[src/hdl/fbpa_pkg.sv]
// ----------------------------------------------------------------------------
// fbpa_pkg
// Shared types and constants of the fixed block pool allocator: payload
// structs, result codes, register indexes, controller state and the
// command/status bundles between controller and datapath.
// ----------------------------------------------------------------------------
`default_nettype none

package fbpa_pkg;

	localparam int MAX_BLOCKS = 1024;
	localparam int IDX_W      = $clog2(MAX_BLOCKS);
	localparam int CNT_W      = 11;
	localparam int ADDR_W     = 32;
	localparam int SIZE_W     = 16;
	localparam int STATUS_W   = 3;
	localparam int CFG_IDX_W  = 2;
	localparam int CFG_DATA_W = 32;

	typedef enum logic {
		OP_ALLOC = 1'b0,
		OP_FREE  = 1'b1
	} op_t;

	typedef enum logic [STATUS_W-1:0] {
		RES_OK         = 3'd0,
		RES_EMPTY      = 3'd1,
		RES_MISALIGNED = 3'd2,
		RES_RANGE      = 3'd3,
		RES_DOUBLE     = 3'd4
	} res_status_t;

	typedef enum logic [CFG_IDX_W-1:0] {
		REG_POOL_BASE   = 2'd0,
		REG_BLOCK_SIZE  = 2'd1,
		REG_BLOCK_COUNT = 2'd2
	} cfg_reg_t;

	typedef struct packed {
		logic              operation;
		logic [ADDR_W-1:0] address;
	} req_t;

	typedef struct packed {
		logic [STATUS_W-1:0] status;
		logic [ADDR_W-1:0]   block_address;
		logic [CNT_W-1:0]    in_use;
	} rsp_t;

	typedef enum logic [3:0] {
		S_CLEAR,
		S_IDLE,
		S_A_RD,
		S_A_ADD,
		S_F_START,
		S_F_DIV,
		S_F_CHK,
		S_F_RD,
		S_DONE
	} fsm_state_t;

	typedef struct packed {
		logic        sweep;
		logic        capture;
		logic        ring_rd;
		logic        alloc_take;
		logic        div_start;
		logic        flag_rd;
		logic        free_push;
		logic        res_we;
		logic        res_use_addr;
		res_status_t res_status;
		logic        out_load;
	} cmd_t;

	typedef struct packed {
		logic cfg_hit;
		logic sweep_done;
		logic pool_empty;
		logic div_busy;
		logic misaligned;
		logic out_of_range;
		logic flag_set;
		logic out_free;
	} stat_t;

endpackage

`default_nettype wire

[src/hdl/fbpa_ctrl.sv]
// ----------------------------------------------------------------------------
// fbpa_ctrl
// Controller of the allocator: clearing sweep, allocate and free sequences,
// result hand-off to the output register.
// ----------------------------------------------------------------------------
`default_nettype none

module fbpa_ctrl
	import fbpa_pkg::*;
(
	input  wire logic  clk,
	input  wire logic  arst_n,
	input  wire logic  req_valid,
	input  wire logic  req_op,
	input  wire stat_t stat,
	output logic       req_stall,
	output cmd_t       cmd
);

	fsm_state_t state_q;
	fsm_state_t state_nxt;

	always_ff @(posedge clk or negedge arst_n) begin
		if (!arst_n) begin
			state_q <= S_CLEAR;
		end else begin
			state_q <= state_nxt;
		end
	end

	always_comb begin
		cmd       = '0;
		state_nxt = state_q;
		req_stall = state_q != S_IDLE;
		unique case (state_q)
			S_CLEAR: begin
				cmd.sweep = 1'b1;
				if (stat.sweep_done) begin
					state_nxt = S_IDLE;
				end
			end
			S_IDLE: begin
				if (req_valid) begin
					cmd.capture = 1'b1;
					if (req_op == OP_FREE) begin
						state_nxt = S_F_START;
					end else if (stat.pool_empty) begin
						cmd.res_we     = 1'b1;
						cmd.res_status = RES_EMPTY;
						state_nxt      = S_DONE;
					end else begin
						cmd.ring_rd = 1'b1;
						state_nxt   = S_A_RD;
					end
				end
			end
			S_A_RD: begin
				cmd.alloc_take = 1'b1;
				state_nxt      = S_A_ADD;
			end
			S_A_ADD: begin
				cmd.res_we       = 1'b1;
				cmd.res_use_addr = 1'b1;
				cmd.res_status   = RES_OK;
				state_nxt        = S_DONE;
			end
			S_F_START: begin
				cmd.div_start = 1'b1;
				state_nxt     = S_F_DIV;
			end
			S_F_DIV: begin
				if (!stat.div_busy) begin
					state_nxt = S_F_CHK;
				end
			end
			S_F_CHK: begin
				if (stat.misaligned) begin
					cmd.res_we     = 1'b1;
					cmd.res_status = RES_MISALIGNED;
					state_nxt      = S_DONE;
				end else if (stat.out_of_range) begin
					cmd.res_we     = 1'b1;
					cmd.res_status = RES_RANGE;
					state_nxt      = S_DONE;
				end else begin
					cmd.flag_rd = 1'b1;
					state_nxt   = S_F_RD;
				end
			end
			S_F_RD: begin
				cmd.res_we = 1'b1;
				if (stat.flag_set) begin
					cmd.res_status = RES_DOUBLE;
				end else begin
					cmd.free_push  = 1'b1;
					cmd.res_status = RES_OK;
				end
				state_nxt = S_DONE;
			end
			S_DONE: begin
				// hold until the output register can take the result
				if (stat.out_free) begin
					cmd.out_load = 1'b1;
					state_nxt    = S_IDLE;
				end
			end
			default: begin
				state_nxt = S_CLEAR;
			end
		endcase
		// a register write rebuilds the pool
		if (stat.cfg_hit) begin
			state_nxt = S_CLEAR;
		end
	end

endmodule

`default_nettype wire

[config.mk]
export PLATFORM = sky130hd
export DESIGN_NAME = fbpa_ctrl
export DESIGN_NICKNAME = d
export VERILOG_FILES = /design/src/hdl/fbpa_pkg.sv /design/src/hdl/fbpa_ctrl.sv
export SDC_FILE = /design/constraint.sdc
export NUM_CORES = 1
export LEC_CHECK = 0
export ABC_CLOCK_PERIOD_IN_PS = 1300
export BUFFER_PORTS_ARGS = -buffer_cell sky130_fd_sc_hd__buf_2
export CAP_MARGIN = 20
export CORE_AREA = 2 2 39 41
export CTS_CLUSTER_SIZE = 25
export DETAILED_ROUTE_END_ITERATION = 8
export DIE_AREA = 0 0 41 43
export PLACE_DENSITY = 0.77
export RECOVER_POWER = 25
export SETUP_SLACK_MARGIN = 0.05
export SYNTH_ARGS = -nofsm -noshare
export SYNTH_HDL_FRONTEND = slang
export SYNTH_SLANG_ARGS = --single-unit
[constraint.sdc]
create_clock -name clk -period 1.3 [get_ports clk]
set_clock_uncertainty 0.2 [all_clocks]
set_input_delay 0.26 -clock clk [delete_from_list [all_inputs] [get_ports clk]]
set_output_delay 0.26 -clock clk [all_outputs]
set_load 0.05 [all_outputs]
## Word level (Yosys, flattened, before mapping)

Index checks and enable logic that the tools add are counted.

- Equality and inequality tests: 13
- Multiplexer cells: 38
- Reductions and logical operators: 3

Operators by type and width:

| kind | count |
|---|---|
| 4-bit two-way mux | 9 |
| 4-bit case mux with 8 select lines | 1 |
| 1-bit two-way mux | 21 |
| 4-bit by 3-bit == test with 1-bit output, second input constant | 4 |
| 3-bit inequality test, second input constant | 4 |
| 3-bit case mux with 3 select lines | 1 |
| 4-bit by 2-bit == test with 1-bit output, second input constant | 2 |
| 2-bit two-way mux | 4 |
| 4-bit by 1-bit == test with 1-bit output, second input constant | 1 |
| 4-bit == test, second input constant | 1 |
| 4-bit logical NOT | 1 |
| 4-bit by 1-bit inequality test with 1-bit output, second input constant | 1 |
| 4-bit AND reduction | 1 |
| 3-bit two-way mux | 1 |
| 1-bit case mux with 3 select lines | 1 |
| 2-bit OR reduction | 1 |

- Flip-flop bits (word level): 4
- Output and inout bits: 14

## Longest topological paths before layout

- Word-level depth: 5
- Mapped depth: 5
- Gate-level depth less buffers: 4

## Worst setup path before layout

No wires, ideal clock.

- Path type: register -> output
- From: register state_q[1]
- To: output cmd[1] in the netlist's numbering
- Data arrival time: 1.895 ns
- Data required time: 0.840 ns
- Setup slack: -1.055 ns
- Cell stages (with the launch flop): 5
- Path buffers: 1
- Cell sequence: dfrtp_1 buf_4 nor2b_1 nand3b_1 o21ai_0

RTL lines:

| what | RTL line | source |
|---|---|---|
| start, declared | fbpa_ctrl.sv:20 | `fsm_state_t state_q;` |
| start signal, assigned | fbpa_ctrl.sv:27 | `state_q <= state_nxt;` |
| end, declared | fbpa_ctrl.sv:17 | `output cmd_t cmd` |

==> impl_metrics.xml <==
<?xml version="1.0" encoding="UTF-8"?>
<metrics>
  <group name="clock_tree">
    <metric name="cts_root_buf" unit="">sky130_fd_sc_hd__clkbuf_4</metric>
    <metric name="cts_buffers" unit="">3</metric>
    <metric name="clk_pin_slew" unit="ns">0.05</metric>
    <metric name="cts_tree" unit="">done</metric>
    <metric name="worst_skew_pair.late_latency" unit="ns">0.25</metric>
    <metric name="htreeDepth" unit="">1</metric>
    <metric name="cts.sink_count" unit="">4</metric>
    <metric name="max-clock-path-buffers" unit="">2</metric>
  </group>
  <group name="finish">
    <metric name="fin_util" unit="%">82.5</metric>
    <metric name="antenna_cells" unit="">0</metric>
    <metric name="largest_register_ffs" unit="">4</metric>
    <metric name="final_nets" unit="">128</metric>
    <metric name="final-instance-count-excl-fill" unit="">131</metric>
    <metric name="registers_with_the_most_flip_flops" unit="">state_q x4</metric>
    <metric name="num-fill-cells" unit="">67</metric>
    <metric name="largest-register" unit="">state_q</metric>
    <metric name="final_layout_size_suffix_gt1_share" unit="%">73.9</metric>
    <metric name="fin_area" unit="sq um">1140</metric>
    <metric name="area.growth.synth_to_final" unit="%">145</metric>
  </group>
  <group name="die">
    <metric name="floorplan.die.width" unit="microns">41</metric>
    <metric name="start_util" unit="%">33.7</metric>
    <metric name="floorplan.rows" unit="">14</metric>
    <metric name="design.core.area" unit="sq um">1380</metric>
    <metric name="chipHeight" unit="microns">43</metric>
    <metric name="io_pins" unit="">26</metric>
    <metric name="die-area" unit="sq um">1760</metric>
  </group>
  <group name="setup_path">
    <metric name="critPathArrivalTime" unit="ns">1.41</metric>
    <metric name="worstPathCellList" unit="">nor2b_4, and3_4, nand2_4, o21ai_2, buf_6</metric>
    <metric name="crit_fanout" unit="">5</metric>
    <metric name="number_of_buffer_and_inverter_stages_on_the_critical_path" unit="">1</metric>
    <metric name="critical_path_class" unit="">reg -&gt; out</metric>
    <metric name="cpLargestDelayFamily" unit="">simple AND/OR/NAND/NOR gates</metric>
    <metric name="critical_path.slowest_cell" unit="">sky130_fd_sc_hd__dfrtp_2</metric>
    <metric name="critPathLaunchType" unit="">register</metric>
    <metric name="timing.critical_path.slowest_cell_delay" unit="ns">0.44</metric>
    <metric name="critical_path.endpoint_type" unit="">primary output</metric>
    <metric name="critical_path_required" unit="ns">0.84</metric>
  </group>
  <group name="synthesis">
    <metric name="yosys-top-cells-area" unit="">sky130_fd_sc_hd__dfrtp_1, sky130_fd_sc_hd__nand2b_1, sky130_fd_sc_hd__nor3_1</metric>
    <metric name="synthDominantCellAreaShare" unit="%">21.4</metric>
    <metric name="post_synth_instance_area" unit="sq um">467</metric>
    <metric name="synth_cell_type_count" unit="">29</metric>
    <metric name="synth_fa_ha_area_share" unit="%">0</metric>
    <metric name="yosys_register_bits" unit="">4</metric>
    <metric name="main_combinational_cell_family_by_area_after_synthesis" unit="">simple AND/OR/NAND/NOR gates</metric>
    <metric name="synth_xor_xnor_area_share" unit="%">0</metric>
    <metric name="synthesized_instance_count" unit="">64</metric>
    <metric name="number_of_nets_in_the_synthesized_netlist" unit="">76</metric>
    <metric name="synth.largest_area_cell" unit="">sky130_fd_sc_hd__dfrtp_1</metric>
    <metric name="muxShareOfSynthArea" unit="%">0</metric>
    <metric name="post_synth_and_or_nand_nor_area_fraction" unit="%">48.3</metric>
    <metric name="syn-mean-instance-area" unit="sq um">7.29</metric>
    <metric name="number_of_synthesis_warnings" unit="">0</metric>
    <metric name="post_synthesis_compound_gate_area_fraction" unit="%">21.4</metric>
    <metric name="seq_area_frac_synth" unit="%">21.4</metric>
  </group>
  <group name="min_path">
    <metric name="hold_class" unit="">in -&gt; reg</metric>
  </group>
  <group name="global_route">
    <metric name="grt_pass1_vias" unit="">633</metric>
    <metric name="global_route_wire_length_before_repair" unit="mm">2.73</metric>
    <metric name="antenna_found_initial" unit="">0</metric>
    <metric name="grt_start_max_net_pins" unit="">11</metric>
    <metric name="grt_util_all_layers" unit="%">22.1</metric>
    <metric name="grt-ovfl-total" unit="">0</metric>
  </group>
  <group name="routing">
    <metric name="avgRoutedWirePerCell" unit="microns">15.1</metric>
    <metric name="post-route-drc-count" unit="">0</metric>
    <metric name="drt_first_pass_iters" unit="">4</metric>
    <metric name="detailedRoute.firstIterationViolations" unit="">19</metric>
    <metric name="detailed_route_wl" unit="mm">1.98</metric>
    <metric name="vias_per_cell" unit="">5.20</metric>
    <metric name="number_of_nets_still_failing_antenna_checks_after_routing" unit="">0</metric>
    <metric name="route.vias.total" unit="">681</metric>
  </group>
  <group name="sta">
    <metric name="min_period_over_period" unit="%">144</metric>
    <metric name="maxSlewHeadroom" unit="%">78.8</metric>
    <metric name="grt_setup_unrepaired" unit="">yes</metric>
    <metric name="worst-slew-pin-transition" unit="ns">0.318</metric>
    <metric name="drv_slew" unit="">0</metric>
    <metric name="final.hold.worst_slack" unit="ns">0.0704</metric>
    <metric name="setup_ws" unit="ns">-0.574</metric>
    <metric name="finalHoldViolCount" unit="">0</metric>
    <metric name="tns" unit="ns">-9.04</metric>
    <metric name="final.min_clock_period" unit="ns">1.87</metric>
    <metric name="setup_viol" unit="">18</metric>
    <metric name="timing.fmax" unit="GHz">0.534</metric>
  </group>
  <group name="flow_run">
    <metric name="max_cap_violations" unit="">0</metric>
  </group>
  <group name="pwr">
    <metric name="maximum_vdd_ir_drop" unit="mV">0.734</metric>
    <metric name="total_power" unit="mW">1.15</metric>
    <metric name="cellPowerDensity" unit="nW/um^2">1010</metric>
    <metric name="power_leakage" unit="nW">0.528</metric>
  </group>
  <group name="placed_design">
    <metric name="buffer_ports.inserted" unit="">25</metric>
    <metric name="post-place-ws" unit="ns">-0.529</metric>
    <metric name="detailed_place_hpwl" unit="mm">1.20</metric>
    <metric name="globalplace.congestion" unit="">0.965</metric>
    <metric name="dpl_cell_area" unit="sq um">827</metric>
    <metric name="post-place-cells" unit="">117</metric>
  </group>
  <group name="status">
    <metric name="run_status" unit="">finished with violations</metric>
    <metric name="failed_checks" unit="">negative setup slack</metric>
  </group>
</metrics>
==> per-layer routing <==
metal | vias up | part of all wire (%) | global-route usage (%)
met1 | 328 | 42 | 31.6
li1 | 329 | - | -
met2 | 24 | 53 | 33.1
met5 | - | 0 | 0
met4 | 0 | 0 | 4.00
met3 | 0 | 4.8 | 5.24
==> cell usage in the layout, fill, tap and decap left out, drive strengths merged <==
cell         instances
o21ai                5
and2                 3
a21oi                2
o31ai                3
nor4                 1
nand3b               1
dfrtp                4
dlygate4sd3          1
o21a                 1
inv                  2
and2b                1
nor3                 6
nand2b               5
clkbuf               5
a211oi               1
or4                  1
nor2b                4
buf                 49
nor2                 5
nand2                6
a21boi               1
or2                  1
and3                 2
a211o                1
a22oi                1
nand3                3
==> synthesized netlist by cell type <==
library cell and number:
sky130_fd_sc_hd__nand2_1 6, sky130_fd_sc_hd__nor3_1 6, sky130_fd_sc_hd__nand2b_1 5, sky130_fd_sc_hd__o21ai_0 5
sky130_fd_sc_hd__dfrtp_1 4, sky130_fd_sc_hd__nor2_1 4, sky130_fd_sc_hd__buf_4 3, sky130_fd_sc_hd__nand3_1 3
sky130_fd_sc_hd__nor2b_1 3, sky130_fd_sc_hd__o31ai_1 3, sky130_fd_sc_hd__and2_1 2, sky130_fd_sc_hd__and3_1 2
sky130_fd_sc_hd__inv_1 2, sky130_fd_sc_hd__a211o_1 1, sky130_fd_sc_hd__a211oi_1 1, sky130_fd_sc_hd__a21boi_0 1
sky130_fd_sc_hd__a21oi_1 1, sky130_fd_sc_hd__a21oi_2 1, sky130_fd_sc_hd__a22oi_1 1, sky130_fd_sc_hd__and2_0 1
sky130_fd_sc_hd__and2b_1 1, sky130_fd_sc_hd__buf_6 1, sky130_fd_sc_hd__nand3b_1 1, sky130_fd_sc_hd__nor2_2 1
sky130_fd_sc_hd__nor2b_4 1, sky130_fd_sc_hd__nor4_2 1, sky130_fd_sc_hd__o21a_1 1, sky130_fd_sc_hd__or2_1 1
sky130_fd_sc_hd__or4_1 1
==> repair_timing <==
| item | 4_1_cts | 5_1_grt |
|---|---|---|
| gates cloned | 0 | 0 |
| hold buffers | 1 | 0 |
| resized for setup | 49 | 13 |
| hold endpoints to repair | 4 | 0 |
| pin swaps | 9 | 7 |
| endpoints found under the setup margin | 18 | 18 |
| setup buffers | 5 | 5 |
==> area by class of cell <==
type	instances	area, sq um	area share [%]
Timing Repair Buffer	51	467	40.9
Tap cell	16	20.0	1.75
Inverter	2	7.51	0.657
Sequential cell	4	105	9.20
Clock buffer	4	26.3	2.30
Multi-Input combinational cell	54	517	45.2
==> path summary, 6_finish.rpt <==
kind	startpoint	to	slack, ns	cells past startpoint
max in group asynchronous	arst_n	state_q[2]	0.50	2
worst min-delay path	stat[7]	state_q[0]	0.07	2
worst max-delay path	state_q[0]	cmd[1]	-0.57	5
worst min register to register	state_q[0]	state_q[0]	0.50	3
worst max register to register	state_q[2]	state_q[2]	-0.50	6
min in group asynchronous	arst_n	state_q[0]	0.19	2
==> power by group <==
group / switching [mW] / internal, mW / total (mW)
logic: 0.409 / 0.379 / 0.788
registers: 0.0356 / 0.143 / 0.179
clock network: 0.0678 / 0.116 / 0.184
total: 0.512 / 0.639 / 1.15
==> logic make-up (layout without fill, tap and decap cells) <==
group / Yosys count / after routing
AOI/OAI and AO/OA: 15 / 15
buffers and inverters: 6 / 57
DFF: 4 / 4
and+or+nand+nor: 39 / 39
Power figures use the tool's default switching activity.
